===== src/sv/kvr_pkg.sv =====
// shared types, constants and register codes for the kv setpoint ramp controller
package kvr_pkg;

  localparam int VALUE_WIDTH = 15;
  localparam int KV_WIDTH = 14;
  localparam int STEP_WIDTH = 12;
  localparam int CFG_INDEX_WIDTH = 8;
  localparam int CFG_DATA_WIDTH = 16;

  localparam logic [CFG_INDEX_WIDTH-1:0] REG_MIN_KV = CFG_INDEX_WIDTH'(0);
  localparam logic [CFG_INDEX_WIDTH-1:0] REG_MAX_KV = CFG_INDEX_WIDTH'(1);
  localparam logic [CFG_INDEX_WIDTH-1:0] REG_FAST_STEP = CFG_INDEX_WIDTH'(2);
  localparam logic [CFG_INDEX_WIDTH-1:0] REG_SLOW_STEP = CFG_INDEX_WIDTH'(3);

  localparam logic [KV_WIDTH-1:0] MIN_KV_RESET = KV_WIDTH'(400);
  localparam logic [KV_WIDTH-1:0] MAX_KV_RESET = KV_WIDTH'(10100);
  localparam logic [STEP_WIDTH-1:0] FAST_STEP_RESET = STEP_WIDTH'(100);
  localparam logic [STEP_WIDTH-1:0] SLOW_STEP_RESET = STEP_WIDTH'(50);

  localparam logic OP_SET = 1'b0;
  localparam logic OP_TICK = 1'b1;

  typedef struct packed {
    logic [KV_WIDTH-1:0] min_kv;
    logic [KV_WIDTH-1:0] max_kv;
    logic [STEP_WIDTH-1:0] fast_step;
    logic [STEP_WIDTH-1:0] slow_step;
  } kvr_cfg_t;

  // drive and target hold two's complement values
  typedef struct packed {
    logic [VALUE_WIDTH-1:0] drive;
    logic [VALUE_WIDTH-1:0] target;
    logic ramp;
    logic [1:0] stable_count;
  } kvr_state_t;

  typedef struct packed {
    logic op;
    logic hv_enabled;
    logic [VALUE_WIDTH-1:0] setpoint;
    logic [KV_WIDTH-1:0] feedback;
  } kvr_item_t;

  typedef struct packed {
    logic [VALUE_WIDTH-1:0] drive;
    logic ramping;
    logic aborted;
  } kvr_result_t;

endpackage


===== src/sv/kvr_cfg_regs.sv =====
// configuration register file: min/max kv limits and ramp step sizes
module kvr_cfg_regs (
  input  logic clk,
  input  logic rst,
  input  logic cfg_valid,
  input  logic [kvr_pkg::CFG_INDEX_WIDTH-1:0] cfg_index,
  input  logic [kvr_pkg::CFG_DATA_WIDTH-1:0] cfg_data,
  output kvr_pkg::kvr_cfg_t cfg
);
  import kvr_pkg::*;

  always_ff @(posedge clk) begin
    if (rst) begin
      cfg.min_kv <= MIN_KV_RESET;
      cfg.max_kv <= MAX_KV_RESET;
      cfg.fast_step <= FAST_STEP_RESET;
      cfg.slow_step <= SLOW_STEP_RESET;
    end else if (cfg_valid) begin
      case (cfg_index)
        REG_MIN_KV: cfg.min_kv <= cfg_data[KV_WIDTH-1:0];
        REG_MAX_KV: cfg.max_kv <= cfg_data[KV_WIDTH-1:0];
        REG_FAST_STEP: cfg.fast_step <= cfg_data[STEP_WIDTH-1:0];
        REG_SLOW_STEP: cfg.slow_step <= cfg_data[STEP_WIDTH-1:0];
        default: ;
      endcase
    end
  end

endmodule


===== config.mk =====
export PLATFORM = sky130hd
export DESIGN_NAME = kvr_cfg_regs
export DESIGN_NICKNAME = d
export VERILOG_FILES = /design/src/sv/kvr_pkg.sv /design/src/sv/kvr_cfg_regs.sv
export SDC_FILE = /design/constraint.sdc
export NUM_CORES = 1
export LEC_CHECK = 0
export ABC_AREA = 1
export BUFFER_PORTS_ARGS = -buffer_cell sky130_fd_sc_hd__buf_2
export CAP_MARGIN = 10
export CORE_MARGIN = 1
export CORE_UTILIZATION = 44
export CTS_CLUSTER_DIAMETER = 50
export DETAILED_ROUTE_END_ITERATION = 16
export HOLD_SLACK_MARGIN = 0.03
export PLACE_DENSITY = 0.83
export SYNTH_ARGS = -nofsm -noshare
export SYNTH_HDL_FRONTEND = slang
export SYNTH_SLANG_ARGS = --single-unit

===== constraint.sdc =====
create_clock -name clk -period 0.85 [get_ports clk]
set_input_delay 0.085 -clock clk [delete_from_list [all_inputs] [get_ports clk]]
set_output_delay 0.085 -clock clk [all_outputs]
set_load 0.005 [all_outputs]

==> run summary <==
maximum VDD drop: 694.5 uV
class of the worst hold path: in2reg
FF+latch count, synth: 52
most common cell after layout, fill and taps aside: buf_2
largest net degree at the start of global routing: 53
nets@finish: 413
Core Rows: 25
Leakage: 0.001549 uW
sequential fraction of the synthesis area: 0.4832
Max FO, Critical Path: 10
area growth from synthesis to layout: 52.21%
root buffer cell: clkbuf_8
vias in the first global route: 1992
DR iter-0 viols: 223
Power Density: 1373 nW/um^2
Num CTS Buffers: 5
Cells after Synth: 298
cell area after synthesis: 2155 sq um
Max Slew Vio Count: 0
final setup margin: -46.26 ps
die width: 71.98 um
post-layout minimum cycle time: 896.3 ps
biggest regs: cfg (52)
Avg Cell Area, Syn: 7.230 sq um
failing checks: negative setup slack
grt ovf: 0
CTS max path bufs: 2
drt pass-1 iters: 5
most frequent cells in the layout: buf_2, nand3_1, dfxtp_2
CTS tree: done
Max-cap violations: 0
post-cts hold buffer count: 0
Finished Layout Cells: 454
DRC Markers: 0
Clock transition at path regs: 90 ps
Final setup viols: 11
layout cells sized above 1: 0.4987
Clk Latency, worst-skew pair: 300 ps
FMAX: 1116 MHz
clk sinks: 52
Critical Path AT: 1130 ps
routed wire length: 7.047 mm
Tcrit/Tclk final: 1.054
Cells after DPL: 430
first-pass GRT wire length: 8.866 mm
vias per cell: 5.452
Initial Utilization: 0.4562
Worst Max-Slew Pin Slew: 237.8 ps
pre-CTS setup slack: -273.4 ps
final hold vios: 0
Core Region: 4723 sq um
critical path required time: 1080 ps
crit end category: flop
CP Launch Type: input pin
Cell variety after synth: 15
I/O pin count: 79
max reg flops: 52
outcome: finished with violations
Die Ht: 71.98 um
RSZ-0062 raised after global routing: yes
synthesized net count: 325
DR vias: 2475
Crit Path Class: in2reg
gr usage total: 0.2159
total inserted antenna cells: 0
Clock Skew: 0 ps
PortBufs: 76
DRT antenna net count: 0
htree depth: 2
initial antenna violation count: 0
YS warnings: 0
Die Area: 5180 sq um
Max-Slew Margin vs Limit: 0.8415
Avg WL per Cell: 15.52 um
RePlAce Congestion: 0.7675
Top reg by flops: cfg
post-detail-place hpwl: 3.724 mm
==> cell usage after synthesis, drive strengths merged <==
master | number | area [sq um]
buf | 15 | 96.34
clkinv | 2 | 7.510
nor2 | 41 | 171.4
dfxtp | 52 | 1041
nand3 | 69 | 345.3
nand2 | 60 | 227.7
a21oi | 35 | 175.2
clkbuf | 8 | 30.03
inv | 16 | 60.06
==> report_power, final <==
group	switching (uW)	internal, uW
Sequential	3.49	2440
Combinational	253	141
Clock	792	875
Total	1050	3450
==> worst max-delay path, cell delays in order <==
cell and delay [ps]:
buf_2 120, nor2_4 130, nand2_2 80, nor2_4 170, buf_4 160, clkbuf_16 150, a21oi_1 80, nor2_1 160
==> through the flow <==
stage,TNS [ps],util,cell area [sq um],hold slack [ps],power (uW)
after floorplan,-98.41,-,2170,239.4,2682
after global placement,-9707,0.5653,2670,354.9,2829
after detailed placement,-11690,0.5653,2670,356.5,2834
after CTS,-19.54,0.5939,2805,44.73,4454
after global routing,-1362,0.6943,3279,52.80,4637
final,-206.6,0.6943,3279,53.50,4501
==> layer usage <==
layer / up-vias / wire (um) / track usage / share of wire
li1: 1140 / - / - / -
met1: 1188 / 2830 / 0.2767 / 0.40
met2: 127 / 3582 / 0.3721 / 0.51
met3: 20 / 467 / 0.03472 / 0.066
met4: 0 / 167 / 0.07190 / 0.024
met5: - / 0 / 0 / 0
==> logic make-up after synthesis <==
kind of cell | share of synthesized area
AO/OA/AOI/OAI | 0.08130
buffers and inverters | 0.09001
AND/OR/NAND/NOR | 0.3455
flip-flops | 0.4832
==> timing repair <==
action	4_1_cts	5_1_grt
endpoints found under the setup margin	22	81
gates resized for setup	22	73
pin swaps	0	11
cloned	0	6
buffers inserted	0	10
==> final timing paths <==
path | depth (start not counted) | slack [ps] | start | to
worst max-delay path | 8 | -50 | cfg_index[3] | cfg[2]$_SDFFE_PP0P_
worst min-delay path | 3 | 50 | cfg_data[9] | cfg[33]$_SDFFE_PP1P_
worst max register to register | 3 | 30 | cfg[38]$_SDFFE_PP0P_ | cfg[38]$_SDFFE_PP0P_
worst min register to register | 2 | 450 | cfg[34]$_SDFFE_PP1P_ | cfg[34]$_SDFFE_PP1P_
==> cell type report <==
class	instances	area (sq um)
Timing Repair Buffer	104	864.6
Clock inverter	2	35.03
Inverter	18	67.56
Clock buffer	6	72.57
Sequential cell	52	1106
Tap cell	67	83.83
Multi-Input combinational cell	205	1050
Fill cell	358	1444
Note: power is estimated with default switching activity, not from simulation.
